--- config.mk ---
export PLATFORM = sky130hd
export DESIGN_NAME = display_return_frame_parser
export DESIGN_NICKNAME = d
export VERILOG_FILES = /design/src/hdl/drfp_pkg.sv /design/src/hdl/drfp_frame_ram.sv /design/src/hdl/display_return_frame_parser.sv
export VERILOG_INCLUDE_DIRS = /design/src /design/src/hdl
export SDC_FILE = /design/constraint.sdc
export NUM_CORES = 1
export LEC_CHECK = 0
export BUFFER_PORTS_ARGS = -buffer_cell sky130_fd_sc_hd__buf_4
export CAP_MARGIN = 25
export CORE_UTILIZATION = 35
export DETAILED_ROUTE_END_ITERATION = 16
export PLACE_DENSITY = 0.58
export SLEW_MARGIN = 0
export SYNTH_ARGS = -nofsm -noshare
export SYNTH_HDL_FRONTEND = slang
export SYNTH_HIERARCHICAL = 1
export SYNTH_SLANG_ARGS = --single-unit
--- constraint.sdc ---
create_clock -name clk -period 10.4 [get_ports clk]
set_input_delay 2.6 -clock clk [delete_from_list [all_inputs] [get_ports clk]]
set_output_delay 2.6 -clock clk [all_outputs]
set_load 0.05 [all_outputs]
--- src/hdl/display_return_frame_parser_defines.svh ---
// Assertion macros shared by the frame parser RTL.
`ifndef DISPLAY_RETURN_FRAME_PARSER_DEFINES_SVH
`define DISPLAY_RETURN_FRAME_PARSER_DEFINES_SVH

// Same-cycle implication.
`define DRFP_ASSERT_IMP(name, clk, rst, ante, cons, msg) \
  name: assert property (@(posedge clk) disable iff (rst) (ante) |-> (cons)) else $error(msg);

// Next-cycle implication.
`define DRFP_ASSERT_NEXT(name, clk, rst, ante, cons, msg) \
  name: assert property (@(posedge clk) disable iff (rst) (ante) |=> (cons)) else $error(msg);

`endif

--- src/hdl/drfp_pkg.sv ---
// Shared constants, codes and types of the display return frame parser.
`default_nettype none

package drfp_pkg;

  localparam int FRAME_DEPTH    = 64;
  localparam int MAX_COMPONENTS = 8;
  localparam int RESULT_CAP     = 60;

  localparam int ADDR_W  = $clog2(FRAME_DEPTH);
  localparam int POS_W   = $clog2(FRAME_DEPTH + 1);
  // wide enough for a store index and for the text cap
  localparam int IDX_W   = (ADDR_W > 6) ? ADDR_W + 1 : 7;
  localparam int COMP_W  = 3;
  localparam int CNT_W   = 4;
  localparam int RIDX_W  = 3;
  localparam int CFG_W   = 64;
  localparam int KIND_W  = 3;
  localparam int TLEN_W  = 6;
  localparam int WORD_W  = 32;

  localparam logic [7:0] TERM_BYTE = 8'hFF;

  localparam logic [KIND_W-1:0] KIND_PRESS   = 3'd0;
  localparam logic [KIND_W-1:0] KIND_RELEASE = 3'd1;
  localparam logic [KIND_W-1:0] KIND_TEXT    = 3'd2;
  localparam logic [KIND_W-1:0] KIND_EMPTY   = 3'd3;
  localparam logic [KIND_W-1:0] KIND_NUMBER  = 3'd4;

  localparam logic [RIDX_W-1:0] REG_COMPONENT_COUNT = 3'd0;
  localparam logic [RIDX_W-1:0] REG_KEYS_LOW        = 3'd1;
  localparam logic [RIDX_W-1:0] REG_KEYS_HIGH       = 3'd2;
  localparam logic [RIDX_W-1:0] REG_PRESS_MASK      = 3'd3;
  localparam logic [RIDX_W-1:0] REG_RELEASE_MASK    = 3'd4;
  localparam logic [RIDX_W-1:0] REG_TOUCH_HEADER    = 3'd5;
  localparam logic [RIDX_W-1:0] REG_STRING_HEADER   = 3'd6;
  localparam logic [RIDX_W-1:0] REG_NUMBER_HEADER   = 3'd7;

  localparam logic [7:0] TOUCH_HEADER_RST  = 8'd101;
  localparam logic [7:0] STRING_HEADER_RST = 8'd112;
  localparam logic [7:0] NUMBER_HEADER_RST = 8'd113;

  typedef struct packed {
    logic [KIND_W-1:0] kind;
    logic [COMP_W-1:0] component_index;
    logic [WORD_W-1:0] payload;
    logic [TLEN_W-1:0] text_length;
    logic              last;
  } result_t;

endpackage

`default_nettype wire

--- src/hdl/drfp_frame_ram.sv ---
// Generic single-write, single-read RAM with registered read data.
`default_nettype none

module drfp_frame_ram #(
  parameter int DEPTH = 64,
  parameter int WIDTH = 8
) (
  input  wire logic                     clk,
  input  wire logic                     we,
  input  wire logic [$clog2(DEPTH)-1:0] waddr,
  input  wire logic [WIDTH-1:0]         wdata,
  input  wire logic [$clog2(DEPTH)-1:0] raddr,
  output logic      [WIDTH-1:0]         rdata
);

  logic [WIDTH-1:0] mem [0:DEPTH-1];

  always_ff @(posedge clk) begin
    if (we) begin
      mem[waddr] <= wdata;
    end
  end

  always_ff @(posedge clk) begin
    rdata <= mem[raddr];
  end

endmodule

`default_nettype wire

--- src/hdl/display_return_frame_parser.sv ---
// Top level: byte capture into the frame store and frame-end decode sequencer.
//
//  channel  | handshake                 | contents
//  ---------+---------------------------+---------------------------------------------
//  rx       | rx_valid / rx_ready       | rx_byte
//  result   | res_valid / res_ready     | kind, component_index, payload, text_length, last
//  config   | cfg_we (no wait)          | cfg_index, cfg_data
//
// A byte that does not close a frame leaves the parser idle, so rx_ready stays high.
// A closing byte starts the header reads, then on a touch frame the walk over the table
// entries, on a string frame the scan for the third terminator, the text start and a read
// and an emit per text byte, then the number step and the flush; a stalled result port
// adds its wait to each word. After reset a clearing pass zeroes the store, rx_ready held low.
// The last result word waits in the output register while the next byte is taken.
`default_nettype none
`include "display_return_frame_parser_defines.svh"

module display_return_frame_parser (
  input  wire logic                           clk,
  input  wire logic                           rst,
  input  wire logic                           rx_valid,
  output logic                                rx_ready,
  input  wire logic [7:0]                     rx_byte,
  output logic                                res_valid,
  input  wire logic                           res_ready,
  output logic [drfp_pkg::KIND_W-1:0]         kind,
  output logic [drfp_pkg::COMP_W-1:0]         component_index,
  output logic [drfp_pkg::WORD_W-1:0]         payload,
  output logic [drfp_pkg::TLEN_W-1:0]         text_length,
  output logic                                last,
  input  wire logic                           cfg_we,
  input  wire logic [drfp_pkg::RIDX_W-1:0]    cfg_index,
  input  wire logic [drfp_pkg::CFG_W-1:0]     cfg_data
);

  import drfp_pkg::*;

  typedef enum logic [3:0] {
    S_CLEAR, S_IDLE, S_LOAD, S_TOUCH, S_SCAN, S_TXT, S_TXT_RD, S_TXT_EM, S_NUM, S_FLUSH
  } state_t;

  state_t state;

  // configuration
  logic [CNT_W-1:0]  comp_count;
  logic [CFG_W-1:0]  keys_low;
  logic [CFG_W-1:0]  keys_high;
  logic [7:0]        press_mask;
  logic [7:0]        release_mask;
  logic [7:0]        touch_hdr;
  logic [7:0]        string_hdr;
  logic [7:0]        number_hdr;

  // frame tracking
  logic [POS_W-1:0]  pos;
  logic [1:0]        run;
  logic [1:0]        run_next;
  logic [ADDR_W-1:0] clr_addr;

  // decode
  logic [2:0]        ld;
  logic [7:0]        fb [0:4];
  logic [CNT_W-1:0]  comp;
  logic [CNT_W-1:0]  cnt_eff;
  logic [POS_W-1:0]  scan_addr;
  logic              chk_vld;
  logic [ADDR_W-1:0] chk_idx;
  logic [1:0]        ffs;
  logic [TLEN_W-1:0] txt_len;
  logic [TLEN_W-1:0] txt_k;
  logic [IDX_W-1:0]  txt_addr_w;
  logic [IDX_W-1:0]  idx_w;
  logic [IDX_W-1:0]  len_w;
  logic [TLEN_W-1:0] len_clip;
  logic [5:0]        n;

  // result path
  result_t           res;
  result_t           res_next;
  logic              res_load;
  result_t           pend;
  logic              pend_valid;
  result_t           emit_res;
  logic              emit_req;
  logic              emit_take;
  logic              emit_done;
  logic              can_move;

  // store access
  logic              ram_we;
  logic [ADDR_W-1:0] ram_waddr;
  logic [7:0]        ram_wdata;
  logic [ADDR_W-1:0] rd_addr;
  logic [7:0]        mem_q;

  logic              accept;
  logic [15:0]       key;
  logic [CFG_W-1:0]  key_word;
  logic              key_hit;

  drfp_frame_ram #(
    .DEPTH (FRAME_DEPTH),
    .WIDTH (8)
  ) u_store (
    .clk   (clk),
    .we    (ram_we),
    .waddr (ram_waddr),
    .wdata (ram_wdata),
    .raddr (rd_addr),
    .rdata (mem_q)
  );

  assign rx_ready = (state == S_IDLE);
  assign accept   = rx_valid && rx_ready;
  assign run_next = (rx_byte == TERM_BYTE) ? run + 2'd1 : 2'd0;

  assign ram_we    = (state == S_CLEAR) || (accept && (pos < POS_W'(FRAME_DEPTH)));
  assign ram_waddr = (state == S_CLEAR) ? clr_addr : pos[ADDR_W-1:0];
  assign ram_wdata = (state == S_CLEAR) ? 8'h00 : rx_byte;

  assign cnt_eff  = (comp_count > CNT_W'(MAX_COMPONENTS)) ? CNT_W'(MAX_COMPONENTS) : comp_count;
  assign key_word = comp[2] ? keys_high : keys_low;
  assign key      = key_word[{comp[1:0], 4'b0000} +: 16];
  assign key_hit  = (fb[1] == key[15:8]) && (fb[2] == key[7:0]);

  assign txt_addr_w = IDX_W'(txt_k) + IDX_W'(1);

  // text length from the position of the third terminator
  assign idx_w    = IDX_W'(chk_idx);
  assign len_w    = (idx_w > IDX_W'(3)) ? idx_w - IDX_W'(3) : '0;
  assign len_clip = (len_w > IDX_W'(RESULT_CAP)) ? TLEN_W'(RESULT_CAP) : len_w[TLEN_W-1:0];

  always_comb begin
    case (state)
      S_LOAD:             rd_addr = ADDR_W'(ld);
      S_SCAN:             rd_addr = scan_addr[ADDR_W-1:0];
      S_TXT_RD, S_TXT_EM: rd_addr = txt_addr_w[ADDR_W-1:0];
      default:            rd_addr = '0;
    endcase
  end

  always_comb begin
    emit_req = 1'b0;
    emit_res = '0;
    case (state)
      S_TOUCH: begin
        if ((fb[0] == touch_hdr) && (comp < cnt_eff) && key_hit) begin
          if ((fb[3] == 8'd1) && press_mask[comp[COMP_W-1:0]]) begin
            emit_req                 = 1'b1;
            emit_res.kind            = KIND_PRESS;
            emit_res.component_index = comp[COMP_W-1:0];
          end else if ((fb[3] == 8'd0) && release_mask[comp[COMP_W-1:0]]) begin
            emit_req                 = 1'b1;
            emit_res.kind            = KIND_RELEASE;
            emit_res.component_index = comp[COMP_W-1:0];
          end
        end
      end
      S_TXT: begin
        if (txt_len == '0) begin
          emit_req      = 1'b1;
          emit_res.kind = KIND_EMPTY;
        end
      end
      S_TXT_EM: begin
        emit_req             = 1'b1;
        emit_res.kind        = KIND_TEXT;
        emit_res.payload     = {24'd0, mem_q};
        emit_res.text_length = txt_len;
      end
      S_NUM: begin
        if (fb[0] == number_hdr) begin
          emit_req         = 1'b1;
          emit_res.kind    = KIND_NUMBER;
          emit_res.payload = {fb[4], fb[3], fb[2], fb[1]};
        end
      end
      default: ;
    endcase
  end

  // one result is held back so the final word of a frame can carry last
  assign can_move  = !res_valid || res_ready;
  assign emit_take = emit_req && (n < 6'(RESULT_CAP)) && (!pend_valid || can_move);
  assign emit_done = !emit_req || emit_take || (n >= 6'(RESULT_CAP));
  assign res_load  = pend_valid && (emit_take || ((state == S_FLUSH) && can_move));

  always_comb begin
    res_next      = pend;
    res_next.last = (state == S_FLUSH);
  end

  always_ff @(posedge clk) begin
    if (rst) begin
      state        <= S_CLEAR;
      clr_addr     <= '0;
      pos          <= '0;
      run          <= '0;
      res_valid    <= 1'b0;
      pend_valid   <= 1'b0;
      comp_count   <= '0;
      keys_low     <= '0;
      keys_high    <= '0;
      press_mask   <= '0;
      release_mask <= '0;
      touch_hdr    <= TOUCH_HEADER_RST;
      string_hdr   <= STRING_HEADER_RST;
      number_hdr   <= NUMBER_HEADER_RST;
    end else begin
      if (cfg_we) begin
        unique case (cfg_index)
          REG_COMPONENT_COUNT: comp_count   <= cfg_data[CNT_W-1:0];
          REG_KEYS_LOW:        keys_low     <= cfg_data;
          REG_KEYS_HIGH:       keys_high    <= cfg_data;
          REG_PRESS_MASK:      press_mask   <= cfg_data[7:0];
          REG_RELEASE_MASK:    release_mask <= cfg_data[7:0];
          REG_TOUCH_HEADER:    touch_hdr    <= cfg_data[7:0];
          REG_STRING_HEADER:   string_hdr   <= cfg_data[7:0];
          REG_NUMBER_HEADER:   number_hdr   <= cfg_data[7:0];
          default: ;
        endcase
      end

      if (res_load) begin
        res       <= res_next;
        res_valid <= 1'b1;
      end else if (res_valid && res_ready) begin
        res_valid <= 1'b0;
      end
      if (emit_take) begin
        pend       <= emit_res;
        pend_valid <= 1'b1;
        n          <= n + 6'd1;
      end

      unique case (state)
        S_CLEAR: begin
          clr_addr <= clr_addr + ADDR_W'(1);
          if (clr_addr == ADDR_W'(FRAME_DEPTH - 1)) begin
            state <= S_IDLE;
          end
        end
        S_IDLE: begin
          if (accept) begin
            if (run_next == 2'd3) begin
              pos   <= '0;
              run   <= '0;
              ld    <= '0;
              n     <= '0;
              state <= S_LOAD;
            end else begin
              if (pos < POS_W'(FRAME_DEPTH)) begin
                pos <= pos + POS_W'(1);
              end
              run <= run_next;
            end
          end
        end
        S_LOAD: begin
          if (ld != 3'd0) begin
            fb[ld - 3'd1] <= mem_q;
          end
          ld <= ld + 3'd1;
          if (ld == 3'd5) begin
            comp      <= '0;
            scan_addr <= '0;
            chk_vld   <= 1'b0;
            ffs       <= '0;
            state     <= S_TOUCH;
          end
        end
        S_TOUCH: begin
          if ((fb[0] != touch_hdr) || (comp >= cnt_eff)) begin
            state <= (fb[0] == string_hdr) ? S_SCAN : S_NUM;
          end else if (emit_done) begin
            comp <= comp + CNT_W'(1);
          end
        end
        S_SCAN: begin
          if (scan_addr < POS_W'(FRAME_DEPTH)) begin
            chk_vld   <= 1'b1;
            chk_idx   <= scan_addr[ADDR_W-1:0];
            scan_addr <= scan_addr + POS_W'(1);
          end else begin
            chk_vld <= 1'b0;
          end
          if (chk_vld) begin
            if ((mem_q == TERM_BYTE) && (ffs == 2'd2)) begin
              txt_len <= len_clip;
              txt_k   <= '0;
              state   <= S_TXT;
            end else begin
              if (mem_q == TERM_BYTE) begin
                ffs <= ffs + 2'd1;
              end
              // no third terminator anywhere: empty text
              if (chk_idx == ADDR_W'(FRAME_DEPTH - 1)) begin
                txt_len <= '0;
                txt_k   <= '0;
                state   <= S_TXT;
              end
            end
          end
        end
        S_TXT: begin
          if (txt_len != '0) begin
            state <= S_TXT_RD;
          end else if (emit_done) begin
            state <= S_NUM;
          end
        end
        S_TXT_RD: begin
          state <= S_TXT_EM;
        end
        S_TXT_EM: begin
          if (emit_done) begin
            if (txt_k == txt_len - TLEN_W'(1)) begin
              state <= S_NUM;
            end else begin
              txt_k <= txt_k + TLEN_W'(1);
              state <= S_TXT_RD;
            end
          end
        end
        S_NUM: begin
          if (emit_done) begin
            state <= S_FLUSH;
          end
        end
        S_FLUSH: begin
          if (!pend_valid) begin
            state <= S_IDLE;
          end else if (can_move) begin
            pend_valid <= 1'b0;
            state      <= S_IDLE;
          end
        end
        default: state <= S_IDLE;
      endcase
    end
  end

  assign kind            = res.kind;
  assign component_index = res.component_index;
  assign payload         = res.payload;
  assign text_length     = res.text_length;
  assign last            = res.last;

  `DRFP_ASSERT_IMP(a_accept_no_pending, clk, rst, rx_valid && rx_ready, !pend_valid, "byte taken while a result is held back")
  `DRFP_ASSERT_NEXT(a_frame_end_decode, clk, rst, accept && (run_next == 2'd3), (state == S_LOAD) && (pos == '0), "frame end did not start decode")
  `DRFP_ASSERT_NEXT(a_flush_marks_last, clk, rst, (state == S_FLUSH) && pend_valid && can_move, res_valid && last, "final word not marked last")

endmodule

`default_nettype wire
==> results.py, run 1 <==
metrics = {
    "grt": {
        "grt_pass1_wl_um": 135600,
        "grt_use_met3_pct": 2.953,
        "met1_usage_pct": 23.68,
        "busiest_layer": "met2",
        "grt-ovfl-total": 0,
        "grt_max_degree": 105,
        "gr-usage-met2_pct": 28.93,
        "antenna_found_initial": 3,
        "gr-usage-all-layers_pct": 17.58,
        "grt_pass1_vias": 21137,
    },
    "cells_and_area": {
        "syn_to_final_growth_pct": 15.48,
        "nets": 2674,
        "design_area_um2": 41110,
        "utilization_pct": 40.94,
        "drive_gt1_share_pct": 18.94,
        "stdcell_count": 4010,
    },
    "synthesis": {
        "syn_nets": 2554,
        "synth-edff-count": 682,
        "yosys-top-cells-count": "edfxtp_1, nand2_1, dfxtp_1",
        "yosysMostFrequentCell": "edfxtp_1",
        "synth_area_leaders": "edfxtp_1, dfxtp_1, mux4_2, nand2_1, a21oi_1",
        "syn_area_um2": 35600,
        "avgSynthCellArea_um2": 14.50,
        "syn_inst": 2456,
        "yosysUniqueCellTypes": 69,
        "yosysWarnings": 6,
        "synth_top_area_share_pct": 57.52,
        "synth-main-ff-cell": "edfxtp_1",
        "ys_seq_area_share_pct": 68.83,
        "ys_ff_latch": 883,
        "yosys.area.top_type": "edfxtp_1",
        "synth-async-reset-ratio_pct": 0,
    },
    "sta": {
        "post-route-min-period_ns": 4.909,
        "worst_pin_slew_ns": 1.062,
        "slew_headroom_pct": 28.17,
        "fin_tns_setup_ns": 0,
        "rsz0062_at_grt": "no",
        "skew_ns": 0.04606,
        "fmax_ghz": 0.2037,
        "fin_ws_ns": 5.491,
        "fin_crit_sh_pct": 47.21,
        "hold_slack_ns": 0.4166,
        "setup_viol": 0,
        "timing.final.max_slew_violations": 0,
        "hold_violations": 0,
    },
    "critical_path": {
        "start_kind": "register",
        "critPathMaxFanout": 12,
        "critPathArrivalTime_ns": 2.31,
        "cp-end-kind": "primary output",
        "path_class": "register to primary output",
        "critical_path_required_ns": 7.80,
    },
    "floorplanning": {
        "die-area_um2": 103000,
        "rows": 116,
        "die_w_um": 320.9,
        "coreArea_um2": 100400,
        "ios": 127,
        "die_h_um": 320.9,
        "start_util_pct": 35.45,
    },
    "cts": {
        "postCtsSetupRepairBufs": 0,
        "post_cts_resized": 0,
        "cts-buffers-inserted": 92,
        "cts_hold_buf": 0,
        "cts_tree": "done",
        "clock_sinks": 883,
        "cts_buffer_depth": 3,
        "h-tree-depth": 3,
        "root_buffer": "clkbuf_16",
        "cts.reportedPaths.clkPinSlew_ns": 0.06,
        "clock_latency_ns": 0.66,
    },
    "place": {
        "place_hpwl_um": 58530,
        "place_inst": 3834,
        "pre_cts_ws_ns": 4.971,
        "place.port_buffers": 126,
        "placed_area_um2": 37960,
        "gp_congestion": 0.8660,
    },
    "pwr": {
        "p_comb_share_pct": 9.3,
        "seqPwrFrac_pct": 50.8,
        "internal_power_mw": 6.187,
        "p_sw_share_pct": 25.02,
        "switchingPower_mw": 2.065,
        "p_clk_share_pct": 39.8,
        "total_power_mw": 8.252,
        "p_leak_nw": 13.12,
        "p_per_area_nw_per_um2": 200.7,
        "ir_worst_vdd_mv": 0.1209,
    },
    "detailed_routing": {
        "wl_per_cell_um": 22.92,
        "drtPass1Iterations": 5,
        "dr_total_vias": 21288,
        "detail-route-antenna-nets": 0,
        "drt-total-wl_um": 91930,
        "drc": 0,
        "drtIter0Drc": 2184,
        "vias_per_cell": 5.309,
    },
    "run_status": {
        "status": "finished, final reports clean",
    },
    "hold_path": {
        "hold_class": "register to register",
    },
    "run": {
        "drv_cap": 0,
    },
}
[power by group through the flow]
| stage | clock [mW] | sequential (mW) | combinational [mW] |
|---|---|---|---|
| 3_3_place_gp | 0 | 4.27 | 0.766 |
| 4_1_cts | 3.36 | 4.19 | 0.765 |
| 5_1_grt | 3.50 | 4.20 | 0.811 |
| 3_5_place_dp | 0 | 4.27 | 0.765 |
| 6_report | 3.29 | 4.19 | 0.770 |
| 2_1_floorplan | 0 | 4.19 | 0.381 |
[path summary, 6_finish.rpt]
path | startpoint | to | slack (ns) | cells after the start
worst max register to register | state[2] | u_store/rdata[7] | 5.60 | 10
worst min-delay path | pend[23] | payload[16] | 0.42 | 0
worst max-delay path | state[0] | rx_ready | 5.49 | 5
worst min register to register | pend[23] | payload[16] | 0.42 | 0
[cells by family after synthesis]
logic type	synth area share, %
AOI/OAI and AO/OA	5.468
muxes	11.48
and+or+nand+nor	9.865
buffers and inverters	2.003
DFF	68.83
adders and majority gates	0.6326
xor gates and xnor gates	1.722
[cells in the final DEF (no fill, tap or decap), types with 7 or more instances in the layout]
cell type / count
a31oi_1: 8
edfxtp_1: 682
o211ai_1: 7
a22oi_1: 10
mux2_2: 15
nand2_1: 389
o22ai_1: 29
mux2i_1: 63
nand2b_1: 16
clkinv_1: 10
nand3b_1: 9
nand3_1: 44
clkinv_2: 14
or3_1: 7
buf_4: 154
mux4_2: 146
dfxtp_1: 201
nor2b_4: 8
nor2b_1: 18
inv_1: 16
a22o_1: 11
o21ai_0: 17
xor2_1: 23
and3_1: 12
nor2_1: 165
bufinv_16: 8
clkbuf_16: 94
o221ai_1: 7
and2_1: 32
ha_1: 18
clkbuf_1: 23
or2_2: 11
nand4_1: 23
xnor2_1: 47
clkbuf_8: 9
nor3_1: 25
a21oi_1: 179
a221oi_1: 13
[area by class of cell]
type | instances | area [µm²]
antenna | 3 | 7.507
tap | 1357 | 1698
timing repair buffer | 160 | 1267
inverter | 19 | 71.32
fill | 9097 | 59320
sequential | 883 | 24500
clock inverter | 42 | 494.2
clock buffer | 126 | 2562
multi-input combinational | 1420 | 10510
[registers in the layout (all words and copies together), names as in the netlist, 6 cells and up]
register,count
u_store/mem,512
keys_high,64
keys_low,64
pend,44
fb,40
payload,32
number_hdr,8
press_mask,8
release_mask,8
string_hdr,8
touch_hdr,8
u_store/rdata,8
pos,7
scan_addr,7
chk_idx,6
clr_addr,6
n,6
text_length,6
txt_k,6
txt_len,6
[layer usage]
layer,vias up,share of wire (%)
met4,0,2.6
met5,-,0
met3,132,7.0
met2,890,48
met1,10791,42
li1,9475,-
[critical path, stage by stage (launching register included)]
cell and delay (ns):
dfxtp_1 0.59, inv_1 0.18, nor2_1 0.30, nand2_1 0.16, inv_1 0.19, buf_4 0.23
Power figures use the tool's default switching activity.
==> run 2, diff against run 1 <==
==> constraint.sdc (replaced) <==
create_clock -name clk -period 4.7 [get_ports clk]
set_input_delay 1.175 -clock clk [delete_from_list [all_inputs] [get_ports clk]]
set_output_delay 1.175 -clock clk [all_outputs]
set_load 0.05 [all_outputs]
==> run 2 against run 1 <==
Against the previous run: wire length decreased by 4.0%; die area unchanged; combinational power grew 100%; first-iteration DRC count decreased by 3.3%; sequential share of layout area fell by 0.37 points; flip-flop and latch count unchanged; via count fell by 0.65%; hold slack better by 0.0013 ns; critical endpoint is now u_store/mem[31][4]; largest power group unchanged; highest routed layer unchanged.
==> results.py, run 2 (synthesis gave the netlist of run 1 again) <==
metrics = {
    "run_status": {
        "status": "finished, final reports clean",
    },
    "cells_and_area": {
        "drive_gt1_share_pct": 19.45,
        "fill_cells": 9112,
        "largest_reg_flops": 512,
        "stdcell_count": 4025,
        "layout_commonest_cell": "edfxtp_1",
        "diodes": 0,
        "final_cell_mix": "edfxtp_1, nand2_1, dfxtp_1",
        "top_register": "u_store/mem",
        "nets": 2693,
        "syn_to_final_growth_pct": 16.21,
        "design_area_um2": 41370,
        "top_regs": "u_store/mem x512, keys_high x64, keys_low x64",
    },
    "pwr": {
        "p_clk_share_pct": 40.4,
        "p_leak_nw": 13.24,
        "p_per_area_nw_per_um2": 439.0,
        "p_comb_share_pct": 8.5,
        "seqPwrFrac_pct": 51.1,
        "ir_worst_vdd_mv": 0.2705,
        "switchingPower_mw": 4.449,
        "internal_power_mw": 13.71,
        "p_sw_share_pct": 24.50,
    },
    "cts": {
        "clock_sinks": 883,
        "cts-buffers-inserted": 91,
        "clock_latency_ns": 0.67,
        "cts.reportedPaths.clkPinSlew_ns": 0.06,
        "cts_buffer_depth": 3,
        "cts_hold_buf": 0,
        "cts_tree": "done",
        "post_cts_resized": 0,
        "h-tree-depth": 3,
        "root_buffer": "clkbuf_16",
        "postCtsSetupRepairBufs": 0,
    },
    "sta": {
        "worst_pin_slew_ns": 1.041,
        "skew_ns": 0.05563,
        "hold_violations": 0,
        "fin_crit_sh_pct": 83.08,
        "rsz0062_at_grt": "no",
        "fmax_ghz": 0.2561,
        "fin_ws_ns": 0.7951,
        "setup_viol": 0,
        "post-route-min-period_ns": 3.905,
        "hold_slack_ns": 0.4179,
        "timing.final.max_slew_violations": 0,
        "slew_headroom_pct": 30.35,
        "fin_tns_setup_ns": 0,
    },
    "critical_path": {
        "start_kind": "register",
        "critical_path_required_ns": 4.98,
        "path_class": "register to register",
        "critPathMaxFanout": 12,
        "reg2reg_from": "state[0]",
        "worstSetupStartpoint": "state[0]",
        "r2r_cells": 9,
        "cp-end-kind": "register",
        "critPathArrivalTime_ns": 4.18,
        "reg2reg_slack_ns": 0.80,
        "timing.rr.end": "u_store/mem[31][4]",
    },
    "grt": {
        "gr-usage-all-layers_pct": 17.11,
        "grt_pass1_wl_um": 133400,
        "grt_max_degree": 109,
        "grt_pass1_vias": 21149,
        "grt-ovfl-total": 0,
        "antenna_found_initial": 0,
    },
    "place": {
        "placed_area_um2": 38230,
        "place.port_buffers": 126,
        "place_hpwl_um": 58590,
        "pre_cts_ws_ns": 0.6792,
        "place_inst": 3855,
        "gp_congestion": 0.8666,
    },
    "detailed_routing": {
        "detail-route-antenna-nets": 0,
        "dr_total_vias": 21149,
        "drtIter0Drc": 2113,
        "wl_per_cell_um": 21.93,
        "drt-total-wl_um": 88260,
        "drc": 0,
        "vias_per_cell": 5.254,
        "drtPass1Iterations": 5,
    },
    "hold_path": {
        "hp-start": "pend[33]",
        "hold_end": "payload[26]",
        "min_path_cells": 0,
        "hold_class": "register to register",
    },
    "floorplanning": {
        "die-area_um2": 103000,
        "coreArea_um2": 100400,
        "die_w_um": 320.9,
        "ios": 127,
        "die_h_um": 320.9,
        "rows": 116,
        "start_util_pct": 35.45,
    },
    "run": {
        "drv_cap": 0,
    },
}
==> run 2: cell types whose count changed in the layout (fill, tap and decap cells not counted), moves of 2 or more <==
| cell | before | now |
|---|---|---|
| diode_2 | 3 | 0 |
| clkbuf_1 | 23 | 19 |
| clkbuf_16 | 94 | 92 |
| clkbuf_8 | 9 | 3 |
| bufinv_16 | 8 | 11 |
| clkinv_1 | 10 | 15 |
| buf_12 | 2 | 11 |
| buf_4 | 154 | 166 |
==> run 2: per-stage QoR <==
stage,util [%],power (mW)
after detailed placement,38.07,10.98
after CTS,41.12,18.30
after global routing,41.19,18.72
after global placement,38.04,10.91
after floorplan,-,10.12
final,41.19,18.16
==> run 2: how the worst max path moves through the flow <==
stage	slack [ns]	depth (start not counted)	end
2_1_floorplan	0.42	10	component_index[0]
3_3_place_gp	0.75	8	pend[37]
5_1_grt	0.60	9	u_store/mem[31][4]
3_5_place_dp	0.68	10	pend[32]
6_report	0.80	9	u_store/mem[31][4]
4_1_cts	0.69	8	pend[17]
==> run 2: critical path, stage by stage, from the launching register on <==
cell and delay, ns:
dfxtp_1 0.59, inv_1 0.19, nor2_1 0.33, nand2_1 0.16
inv_1 0.20, nand2_1 0.18, o21ai_0 0.27, buf_4 0.21
nand4_1 0.44, nor2_1 0.93
==> run 2: power by group through the flow <==
| stage | combinational, mW | clock [mW] | sequential [mW] |
|---|---|---|---|
| final | 1.55 | 7.34 | 9.27 |
| after global routing | 1.66 | 7.78 | 9.29 |
| after CTS | 1.54 | 7.48 | 9.27 |
| after detailed placement | 1.54 | 0 | 9.44 |
| after global placement | 1.48 | 0 | 9.43 |
| after floorplan | 0.843 | 0 | 9.28 |
==> run 2: layer usage <==
layer / global-route usage [%] / wire length [µm] / up-vias / share of wire [%]
met4: 5.196 / 2102 / 0 / 2.4
met3: 3.576 / 6645 / 125 / 7.5
met5: 0 / 0 / - / 0
li1: - / - / 9509 / -
met2: 27.84 / 42230 / 786 / 48
met1: 22.96 / 37280 / 10729 / 42
==> run 2: cell type report <==
| type | instances | area [µm²] | share of cell area [%] |
|---|---|---|---|
| inverters | 19 | 71.32 | 0.1724 |
| multi-input cells | 1420 | 10520 | 25.42 |
| well taps | 1357 | 1698 | 4.104 |
| clock buffers | 115 | 2422 | 5.855 |
| repair buffers | 180 | 1516 | 3.665 |
| flip-flops and latches | 883 | 24500 | 59.23 |
| clock inverters | 51 | 641.9 | 1.551 |
==> run 3, diff against run 2 <==
==> constraint.sdc (replaced) <==
create_clock -name clk -period 4.1 [get_ports clk]
set_input_delay 1.025 -clock clk [delete_from_list [all_inputs] [get_ports clk]]
set_output_delay 1.025 -clock clk [all_outputs]
set_load 0.05 [all_outputs]
==> run 3 against run 2 <==
Against the previous run: worst setup slack worse by 0.42 ns; cell count is 2.1% higher; critical path depth is 1 higher; register-to-register slack worse by 0.42 ns; largest cell class unchanged.
==> results.py, run 3 (synthesis gave the netlist of run 1 again) <==
metrics = {
    "pwr": {
        "internal_power_mw": 16.09,
        "p_comb_share_pct": 8.9,
        "total_power_mw": 21.21,
        "switchingPower_mw": 5.122,
        "seqPwrFrac_pct": 49.9,
        "p_clk_share_pct": 41.2,
        "p_sw_share_pct": 24.15,
        "p_leak_nw": 13.72,
        "ir_worst_vdd_mv": 0.3528,
        "p_per_area_nw_per_um2": 503.5,
    },
    "sta": {
        "timing.final.max_slew_violations": 0,
        "setup_viol": 0,
        "worst_pin_slew_ns": 0.9982,
        "slew_headroom_pct": 33.01,
        "hold_violations": 0,
        "fin_ws_ns": 0.3770,
        "skew_ns": 0.04455,
        "rsz0062_at_grt": "no",
        "hold_slack_ns": 0.4179,
        "fmax_ghz": 0.2686,
        "fin_tns_setup_ns": 0,
        "post-route-min-period_ns": 3.723,
        "fin_crit_sh_pct": 90.80,
    },
    "critical_path": {
        "critPathMaxFanout": 45,
        "reg2reg_slack_ns": 0.38,
        "path_class": "register to register",
        "start_kind": "register",
        "critPathArrivalTime_ns": 4.07,
        "critical_path_required_ns": 4.45,
        "cp-end-kind": "register",
        "timing.rr.end": "text_length[2]",
        "reg2reg_from": "comp[1]",
        "r2r_cells": 10,
    },
    "cells_and_area": {
        "drive_gt1_share_pct": 22.15,
        "layout_commonest_cell": "edfxtp_1",
        "top_regs": "u_store/mem x512, keys_high x64, keys_low x64",
        "final_cell_mix": "edfxtp_1, nand2_1, buf_4",
        "nets": 2772,
        "top_register": "u_store/mem",
        "syn_to_final_growth_pct": 18.33,
        "design_area_um2": 42130,
        "largest_reg_flops": 512,
    },
    "cts": {
        "root_buffer": "clkbuf_16",
        "clock_latency_ns": 0.67,
        "postCtsSetupRepairBufs": 0,
        "cts-buffers-inserted": 92,
        "cts_hold_buf": 0,
        "post_cts_resized": 0,
        "h-tree-depth": 3,
        "cts.reportedPaths.clkPinSlew_ns": 0.06,
        "clock_sinks": 883,
        "cts_tree": "done",
        "cts_buffer_depth": 3,
    },
    "grt": {
        "grt_pass1_wl_um": 133700,
        "gr-usage-all-layers_pct": 17.24,
        "grt_pass1_vias": 21183,
        "grt-ovfl-total": 0,
        "antenna_found_initial": 4,
        "grt_max_degree": 71,
    },
    "floorplanning": {
        "die-area_um2": 103000,
        "coreArea_um2": 100400,
        "rows": 116,
        "start_util_pct": 35.45,
        "ios": 127,
        "die_h_um": 320.9,
        "die_w_um": 320.9,
    },
    "hold_path": {
        "min_path_cells": 0,
        "hp-start": "pend[43]",
        "hold_end": "kind[1]",
        "hold_class": "register to register",
    },
    "place": {
        "gp_congestion": 0.8887,
        "place_hpwl_um": 60050,
        "placed_area_um2": 38910,
        "pre_cts_ws_ns": 0.3852,
        "place.port_buffers": 126,
    },
    "run_status": {
        "status": "finished, final reports clean",
    },
    "detailed_routing": {
        "dr_total_vias": 21267,
        "drtPass1Iterations": 8,
        "drtIter0Drc": 1947,
        "wl_per_cell_um": 21.67,
        "vias_per_cell": 5.176,
        "detail-route-antenna-nets": 0,
        "drt-total-wl_um": 89040,
        "drc": 0,
    },
    "run": {
        "drv_cap": 0,
    },
}
run 3: changes by cell type in the layout (fill, tap and decap cells not counted), sizes merged:
| cell | delta |
|---|---|
| inv | -2 |
| clkbuf | +2 |
| buf | +78 |
| bufinv | +3 |
| diode | +2 |
| clkinvlp | +5 |
| clkinv | -4 |
run 3: layout make-up:
cell class                 instances  area, µm²
antenna                            2      5.005
clock buffer                     117       2509
clock inverter                    53      708.2
fill                            9036      58310
inverter                          19      71.32
multi-input combinational       1420      10520
sequential                       883      24500
tap                             1357       1698
timing repair buffer             258       2111
run 3: metal layers:
| layer | share of wire [%] | wire length [µm] | vias to the layer above | GRT usage, % |
|---|---|---|---|---|
| li1 | - | - | 9663 | - |
| met3 | 6.8 | 6034 | 155 | 3.652 |
| met2 | 48 | 42510 | 735 | 27.89 |
| met5 | 0.011 | 10 | - | 0 |
| met4 | 3.2 | 2810 | 2 | 6.497 |
| met1 | 42 | 37680 | 10712 | 22.75 |
run 3: worst max-delay path, cell delays in order, from the launching register on:
cell and delay, ns:
edfxtp_1 0.73, mux4_2 0.59, mux2i_1 0.22, xnor2_1 0.10, nor4_1 0.31, nand4_1 0.21, nor4_4 0.33, or2b_1 0.22
a21oi_2 0.09, nor4_4 0.34, buf_12 0.28
run 3: how the worst max path moves through the flow:
stage / end / slack, ns / startpoint
2_1_floorplan: component_index[0] / -0.16 / comp[1]
3_3_place_gp: text_length[3] / 0.38 / comp[1]
3_5_place_dp: text_length[4] / 0.39 / comp[1]
4_1_cts: text_length[2] / 0.39 / comp[1]
5_1_grt: text_length[1] / 0.18 / comp[1]
6_report: text_length[2] / 0.38 / comp[1]
run 3: power groups by stage:
| stage | Clock, mW | Sequential, mW | Combinational [mW] |
|---|---|---|---|
| 6_report | 8.75 | 10.6 | 1.89 |
| 5_1_grt | 9.26 | 10.6 | 2.03 |
| 4_1_cts | 8.93 | 10.6 | 1.89 |
| 3_5_place_dp | 0 | 10.8 | 1.89 |
| 3_3_place_gp | 0 | 10.7 | 1.83 |
| 2_1_floorplan | 0 | 10.6 | 0.966 |
run 3: per-stage QoR:
| stage | util (%) | instances |
|---|---|---|
| final | 41.94 | 4109 |
| after CTS | 41.94 | 4107 |
| after detailed placement | 38.74 | 3937 |
| after global placement | 38.71 | 3936 |
| after floorplan | - | 2456 |
| after global routing | 41.94 | 4109 |
